`config.mk`:
```
export PLATFORM = sky130hd
export DESIGN_NAME = pip_edge_cell
export DESIGN_NICKNAME = d
export VERILOG_FILES = /design/src/sv/pip_pkg.sv /design/src/sv/pip_edge_cell.sv
export SDC_FILE = /design/constraint.sdc
export NUM_CORES = 2
export LEC_CHECK = 0
export ABC_AREA = 0
export BUFFER_PORTS_ARGS = -buffer_cell sky130_fd_sc_hd__buf_2
export CORE_MARGIN = 2
export CORE_UTILIZATION = 59
export CTS_CLUSTER_DIAMETER = 100
export DETAILED_ROUTE_END_ITERATION = 8
export PLACE_DENSITY = 0.85
export SYNTH_ARGS = -nofsm -noshare
export SYNTH_HDL_FRONTEND = slang
export SYNTH_SLANG_ARGS = --single-unit
```
`constraint.sdc`:
```
create_clock -name i_clk -period 8 [get_ports i_clk]
set_clock_uncertainty 0.2 [all_clocks]
set_input_delay 0.4 -clock i_clk [delete_from_list [all_inputs] [get_ports i_clk]]
set_output_delay 0.4 -clock i_clk [all_outputs]
set_load 0.01 [all_outputs]
```
`src/sv/pip_pkg.sv`:
```
// ----------------------------------------------------------------------------
// Point-in-polygon test package
// Shared types and constants for the ray-casting edge chain.
// ----------------------------------------------------------------------------
package pip_pkg;

    // Width of the vertex count register and its value after reset.
    localparam int unsigned CNT_W = 7;
    localparam logic [CNT_W-1:0] CNT_RESET = 7'd3;

    // Width of the vertex slot field of a write beat.
    localparam int unsigned IDX_W = 6;

    // Width used to compare counts and slot numbers against cell positions.
    localparam int unsigned CMP_W = 11;

    // Request codes.
    localparam logic REQ_WRITE = 1'b0;
    localparam logic REQ_QUERY = 1'b1;

    // Per-cell control from the top level.
    typedef struct packed {
        logic wr_en;   // load this cell's vertex
        logic active;  // the cell's edge is part of the polygon
        logic last;    // the cell's edge closes back to vertex zero
    } t_cell_ctrl;

endpackage

```
`src/sv/pip_edge_cell.sv`:
```
// ----------------------------------------------------------------------------
// Point-in-polygon edge cell
// Holds one vertex, forms the edge to its neighbor and tests a passing query
// point against it in two pipeline stages, toggling the running parity.
// ----------------------------------------------------------------------------
module pip_edge_cell #(
    parameter int unsigned COORD_WIDTH = 24
) (
    input  logic                          i_clk,
    input  logic                          i_rst_n,
    input  pip_pkg::t_cell_ctrl           i_ctrl,
    input  logic signed [COORD_WIDTH-1:0] i_wr_x,
    input  logic signed [COORD_WIDTH-1:0] i_wr_y,
    input  logic signed [COORD_WIDTH-1:0] i_next_x,
    input  logic signed [COORD_WIDTH-1:0] i_next_y,
    input  logic signed [COORD_WIDTH-1:0] i_first_x,
    input  logic signed [COORD_WIDTH-1:0] i_first_y,
    input  logic                          i_valid,
    input  logic                          i_par,
    input  logic signed [COORD_WIDTH-1:0] i_x,
    input  logic signed [COORD_WIDTH-1:0] i_y,
    output logic signed [COORD_WIDTH-1:0] o_vx,
    output logic signed [COORD_WIDTH-1:0] o_vy,
    output logic                          o_valid,
    output logic                          o_par,
    output logic signed [COORD_WIDTH-1:0] o_x,
    output logic signed [COORD_WIDTH-1:0] o_y
);

    localparam int unsigned DW = COORD_WIDTH + 1;
    localparam int unsigned PW = 2 * DW;

    // Stored vertex.
    logic signed [COORD_WIDTH-1:0] r_vx, r_vy;

    // Stage one: oriented differences and edge flags.
    logic                          r1_valid, n1_valid;
    logic                          r1_par;
    logic signed [COORD_WIDTH-1:0] r1_x, r1_y;
    logic                          r1_cond, n1_cond;
    logic                          r1_vert, n1_vert;
    logic signed [DW-1:0]          r1_d1, r1_d2, r1_d3, r1_d4;
    logic signed [DW-1:0]          n1_d1, n1_d2, n1_d3, n1_d4;

    // Stage two: cross products.
    logic                          r2_valid;
    logic                          r2_par;
    logic signed [COORD_WIDTH-1:0] r2_x, r2_y;
    logic                          r2_cond, r2_vert;
    logic signed [PW-1:0]          r2_p1, r2_p2, n2_p1, n2_p2;

    logic signed [COORD_WIDTH-1:0] bx, by, xa, ya, xb, yb, maxx;
    logic signed [DW-1:0]          ex_px, ex_py, ex_xa, ex_ya, ex_xb, ex_yb;

    always_comb begin
        bx = i_ctrl.last ? i_first_x : i_next_x;
        by = i_ctrl.last ? i_first_y : i_next_y;
        // Orient the edge so that it runs upward from a to b.
        if (r_vy > by) begin
            xa = bx;
            ya = by;
            xb = r_vx;
            yb = r_vy;
        end else begin
            xa = r_vx;
            ya = r_vy;
            xb = bx;
            yb = by;
        end
        maxx  = (r_vx > bx) ? r_vx : bx;
        ex_px = {i_x[COORD_WIDTH-1], i_x};
        ex_py = {i_y[COORD_WIDTH-1], i_y};
        ex_xa = {xa[COORD_WIDTH-1], xa};
        ex_ya = {ya[COORD_WIDTH-1], ya};
        ex_xb = {xb[COORD_WIDTH-1], xb};
        ex_yb = {yb[COORD_WIDTH-1], yb};
        n1_valid = i_valid;
        n1_cond  = i_ctrl.active && (r_vy != by) && (i_y > ya) && (i_y <= yb)
                   && (i_x <= maxx);
        n1_vert  = (r_vx == bx);
        n1_d1    = ex_px - ex_xa;
        n1_d2    = ex_yb - ex_ya;
        n1_d3    = ex_py - ex_ya;
        n1_d4    = ex_xb - ex_xa;
    end

    // The point is left of the edge when (px-xa)*dy <= (py-ya)*dx.
    always_comb begin
        n2_p1 = PW'(r1_d1) * PW'(r1_d2);
        n2_p2 = PW'(r1_d3) * PW'(r1_d4);
    end

    always_ff @(posedge i_clk) begin
        if (!i_rst_n) begin
            r1_valid <= 1'b0;
            r2_valid <= 1'b0;
        end else begin
            r1_valid <= n1_valid;
            r2_valid <= r1_valid;
        end
        if (i_ctrl.wr_en) begin
            r_vx <= i_wr_x;
            r_vy <= i_wr_y;
        end
        r1_par  <= i_par;
        r1_x    <= i_x;
        r1_y    <= i_y;
        r1_cond <= n1_cond;
        r1_vert <= n1_vert;
        r1_d1   <= n1_d1;
        r1_d2   <= n1_d2;
        r1_d3   <= n1_d3;
        r1_d4   <= n1_d4;
        r2_par  <= r1_par;
        r2_x    <= r1_x;
        r2_y    <= r1_y;
        r2_cond <= r1_cond;
        r2_vert <= r1_vert;
        r2_p1   <= n2_p1;
        r2_p2   <= n2_p2;
    end

    assign o_vx    = r_vx;
    assign o_vy    = r_vy;
    assign o_valid = r2_valid;
    assign o_par   = r2_par ^ (r2_cond & (r2_vert | (r2_p1 <= r2_p2)));
    assign o_x     = r2_x;
    assign o_y     = r2_y;

endmodule

```
### Word level (Yosys, flattened, before mapping)

Cells that the tools add are included.

| storage, ports and cells | value |
|---|---|
| flip-flop bits (word level) | 352 |
| input port bits | 199 |
| output and inout port bits | 98 |
| logic and storage cells | 48 |

| operators by class | value |
|---|---|
| add/subtract/negate cells | 4 |
| $mul | 2 |
| order comparisons | 6 |
| eq/ne operators | 2 |
| muxes and demuxes | 7 |
| bitwise operators | 3 |
| reduce and logical (&&, ||, !) cells | 4 |

Operators with widths:

| kind | number |
|---|---|
| 24-bit two-way mux | 7 |
| 25-bit by 25-bit multiplier with 50-bit output | 2 |
| 24-bit by 24-bit subtractor with 25-bit output | 4 |
| 24-bit greater-than comparator | 3 |
| 50-bit less-or-equal comparator | 1 |
| 24-bit less-or-equal comparator | 2 |
| 24-bit == test | 1 |
| 24-bit != test | 1 |
| 1-bit logical AND | 4 |
| 1-bit AND | 1 |
| 1-bit OR | 1 |
| 1-bit XOR | 1 |

### Logic depth before layout (Yosys ltp)

| logic depth | value |
|---|---|
| depth in word-level cells | 7 |
| mapped depth | 35 |
| depth with buffers taken out | 30 |

### Worst setup path after synthesis

Ideal clock, no wire load.

| timing | value |
|---|---|
| path kind | reg2reg |
| start point | reg r1_d4[4] |
| end point | reg r2_p2[48] |
| library setup time | 0.133 ns |
| arrival | 7.426 ns |
| data required time | 7.667 ns |
| path slack | 0.240 ns |
| cell stages (with the launch flop) | 32 |
| path buffers | 2 |
| clock period less this slack | 7.760 ns |
| cell sequence | dfxtp_1 clkbuf_1 clkbuf_1 nand2_1 fa_1 inv_1 fa_1 inv_1 fa_1 inv_1 fa_1 inv_1 fa_1 inv_1 fa_1 inv_1 fa_1 inv_1 ha_1 a21oi_1 o21bai_1 a211oi_1 o21ai_0 o221a_2 o31ai_1 o21a_1 o21ai_1 a221oi_1 o21ai_1 o31ai_1 mux2i_1 o221ai_1 |

| between the ends | value |
|---|---|
| word-level cells in the longest chain between the ends | 1 |

RTL lines:

| element | RTL line | RTL |
|---|---|---|
| start: declaration | pip_edge_cell.sv:42 | `logic signed [DW-1:0] r1_d1, r1_d2, r1_d3, r1_d4;` |
| start signal: assignment | pip_edge_cell.sv:113 | `r1_d4 <= n1_d4;` |
| 25-bit by 25-bit multiplier with 50-bit output | pip_edge_cell.sv:90 | `n2_p2 = PW'(r1_d3) * PW'(r1_d4);` |
| via n2_p2[48] | pip_edge_cell.sv:50 | `logic signed [PW-1:0] r2_p1, r2_p2, n2_p1, n2_p2;` |
| end signal: assignment | pip_edge_cell.sv:120 | `r2_p2 <= n2_p2;` |
| end: declaration | pip_edge_cell.sv:50 |  |

The timed path passes the listed nets, and every way through them passes these cells.
A chain may end at the register's enable or synchronous reset.

### Worst setup path in the final report

| timing | value |
|---|---|
| start point | reg r1_d4[1] |
| end point | reg r2_p2[48] |

The elaborated chain is that of the path after synthesis.

==> summary.log <==
[die] Vert. Die Dim 329.5 um
[global_route] via count of the first global-routing pass 53520
[logic_synthesis] #FFs+latches synth 352
[clock_tree] clock latency at the later pin of the worst-skew pair 0.62 ns
[global_route] initial antenna violation count 14
[die] Die Wd 329.5 um
[detailed_routing] # DRC 0
[logic_synthesis] dominant cell by count in the synthesized netlist sky130_fd_sc_hd__inv_1
[setup_path] nature of the critical path startpoint register
[setup_path] critical register-to-register path startpoint r1_d4[1]
[global_route] gr ovfl total 0
[placed_design] placer congestion estimate 0.9791
[global_route] overall track demand over capacity in global routing 34.49%
[logic_synthesis] leading register cell type out of synthesis sky130_fd_sc_hd__dfxtp_1
[logic_synthesis] Unique masters post-synth 88
[logic_synthesis] part of the Yosys area used for sequential elements 12.04%
[die] number of top-level pins 297
[clock_tree] clock buffers created by TritonCTS 43
[clock_tree] deepest clock path buffer count 3
[die] floorplan row count 119
[detailed_routing] final antenna-violating net count 1
[sta] count of endpoints failing setup in the final report 0
[cells_and_area] layout cells sized above 1 10.18%
[logic_synthesis] share of Yosys cell area claimed by the top area cell type 42.25%
[sta] crit share post-route 97.25%
[setup_path] arrival time of data at the critical path endpoint 8.05 ns
[status] violations in the final reports antenna violations
[setup_path] startpoint-to-endpoint class of the critical path reg -> reg
[sta] peak clock frequency supported by timing 128.5 MHz
[sta] worst-margin pin slew 0.9207 ns
[setup_path] slowest cell delay on critical path 0.58 ns
[setup_path] CP endpoint kind register
[placed_design] count of port buffers added during placement 296
[die] effective utilization at floorplan 59.45%
[clock_tree] clock slew at reported path FFs 0.07 ns
[sta] count of pins over their slew limit 0
[setup_path] launch point of the worst path r1_d4[1]
[min_path] class of the tightest hold or removal check in -> reg
[global_route] largest net degree at the start of global routing 84
[sta] final hold violation count 0
[logic_synthesis] per-instance average area after synthesis 9.469 um^2
[cells_and_area] post-synthesis to final-layout area growth 11.23%
[detailed_routing] DR pass1 iterations 6
[flow_run] Max-cap violations 0
[sta] sum of negative setup slack 0 ns
[detailed_routing] Via Count 48710
[setup_path] crit path max fanout 11
[placed_design] total instance count after detailed placement 8289
[logic_synthesis] Mapped Nets 8626
[detailed_routing] routed wire length 181500 um
[die] die area 108500 um^2
[logic_synthesis] Synth warnings 0
[detailed_routing] via count normalized by instance count 5.747
[setup_path] critical-path cell with the highest stage delay sky130_fd_sc_hd__fa_1
[cells_and_area] Fillers 7937
[logic_synthesis] biggest area contributors in the synthesized netlist sky130_fd_sc_hd__fa_1, sky130_fd_sc_hd__ha_1, sky130_fd_sc_hd__dfxtp_1
[setup_path] Most Frequent Cell on Critical Path sky130_fd_sc_hd__fa_1
[status] result of the run finished with violations
[sta] setup slack of the critical path after layout 0.2201 ns
[die] CORE AREA 105100 um^2
[cells_and_area] total number of nets in the final design 9070
[cells_and_area] Final Instance Count excl. Fillers 8476
[logic_synthesis] post-synthesis cell type with the largest combined area sky130_fd_sc_hd__fa_1
[clock_tree] number of H-tree branching levels 2
[clock_tree] clock root cell sky130_fd_sc_hd__clkbuf_16
[placed_design] Detailed Place HPWL 149100 um
[logic_synthesis] number of enable flip-flop cells after synthesis 48
[setup_path] CP Data Required Time 8.27 ns
[logic_synthesis] synthesized area 62490 um^2
[global_route] global-route wire length before repair 285400 um
[logic_synthesis] synth cell count leaders sky130_fd_sc_hd__inv_1, sky130_fd_sc_hd__fa_1, sky130_fd_sc_hd__nand2_1, sky130_fd_sc_hd__and2_1, sky130_fd_sc_hd__ha_1
[min_path] start point of the worst min-delay path i_ctrl[1]
[sta] post-layout minimum cycle time 7.780 ns
[detailed_routing] detail-routed net length per standard cell 21.42 um
[logic_synthesis] Syn Inst Count 6600
[placed_design] dpl ws -0.1334 ns
[detailed_routing] count of routing violations after the opening detailed-route iteration 3814
[clock_tree] clock sink count 352
[clock_tree] CTS tree done
[logic_synthesis] share of flip-flops with an asynchronous set or reset 0%
[sta] worst-case headroom to the max-slew limit 38.18%
cell families (layout without fill, tap and decap cells):
kind of cell	after synthesis	after routing	synth area share, %
buffers and inverters	1646	2122	9.935
adders and majority gates	1827	1827	52.42
and+or+nand+nor	1794	1794	14.21
DFF	352	352	12.04
AOI/OAI and AO/OA	705	705	7.334
muxes	78	78	1.275
other	0	9	0
xor gates and xnor gates	198	198	2.775
critical path: cells and delay by family, from the launching register on:
kind / cells / cell delay, ns
compound gates: 10 / 1.99
fa+ha+maj: 8 / 3.76
buf+inv: 5 / 0.55
flops: 1 / 0.42
mux: 1 / 0.21
simple gates: 2 / 0.49
placed cells by master, fill, tap and decap left out, types with 156 or more instances in the layout:
master	instances
sky130_fd_sc_hd__buf_2	295
sky130_fd_sc_hd__buf_4	233
sky130_fd_sc_hd__and2_1	611
sky130_fd_sc_hd__dfxtp_1	271
sky130_fd_sc_hd__a21oi_1	186
sky130_fd_sc_hd__ha_1	508
sky130_fd_sc_hd__nand2_1	766
sky130_fd_sc_hd__fa_1	1318
sky130_fd_sc_hd__inv_1	1393
sky130_fd_sc_hd__nor2_1	156
flip-flops by register name, summed over array words and instances (netlist names), 25 cells and up:
name,cells
r2_p1,50
r2_p2,50
r1_d1,25
r1_d2,25
r1_d3,25
r1_d4,25
path summary, 6_finish.rpt:
path / to / cells past startpoint / slack, ns
min: r1_cond / 5 / 0.12
max reg2reg: r2_p2[48] / 26 / 0.22
max: r2_p2[48] / 26 / 0.22
min reg2reg: o_x[23] / 0 / 0.12
metrics by stage:
stage / hold slack (ns) / cell area (um^2) / util [%]
after floorplan: 0.1096 / 62490 / -
after global placement: 0.1101 / 66780 / 63.53
after detailed placement: 0.1121 / 66780 / 63.53
after CTS: 0.1005 / 69310 / 65.93
after global routing: 0.1278 / 69490 / 66.11
final: 0.1204 / 69510 / 66.13
final cells by class:
class | count | area, um^2 | share of cell area, %
well taps | 1391 | 1740 | 2.504
clock inverters | 26 | 354.1 | 0.5094
diodes | 9 | 22.52 | 0.03240
repair buffers | 651 | 4577 | 6.584
inverters | 1394 | 5233 | 7.527
clock buffers | 51 | 1157 | 1.665
multi-input cells | 4602 | 48850 | 70.27
flip-flops and latches | 352 | 7581 | 10.91
metal layers:
metal	share of wire, %	up-vias	global-route usage [%]
li1	-	20930	-
met1	34	24430	39.76
met2	49	2594	58.84
met3	9.5	751	7.232
met4	7.3	6	21.50
met5	0.022	-	0
repair_timing:
item,CTS,global route
endpoints found under the setup margin,1,15
gates resized for setup,5,63
setup buffers,0,1
hold buffers,100,0
pin swaps,0,6
hold endpoints to repair,102,0
Power is left out: the tool's default activity adds up to more than one toggle a clock period on the data nets, which glitch-free logic cannot reach.
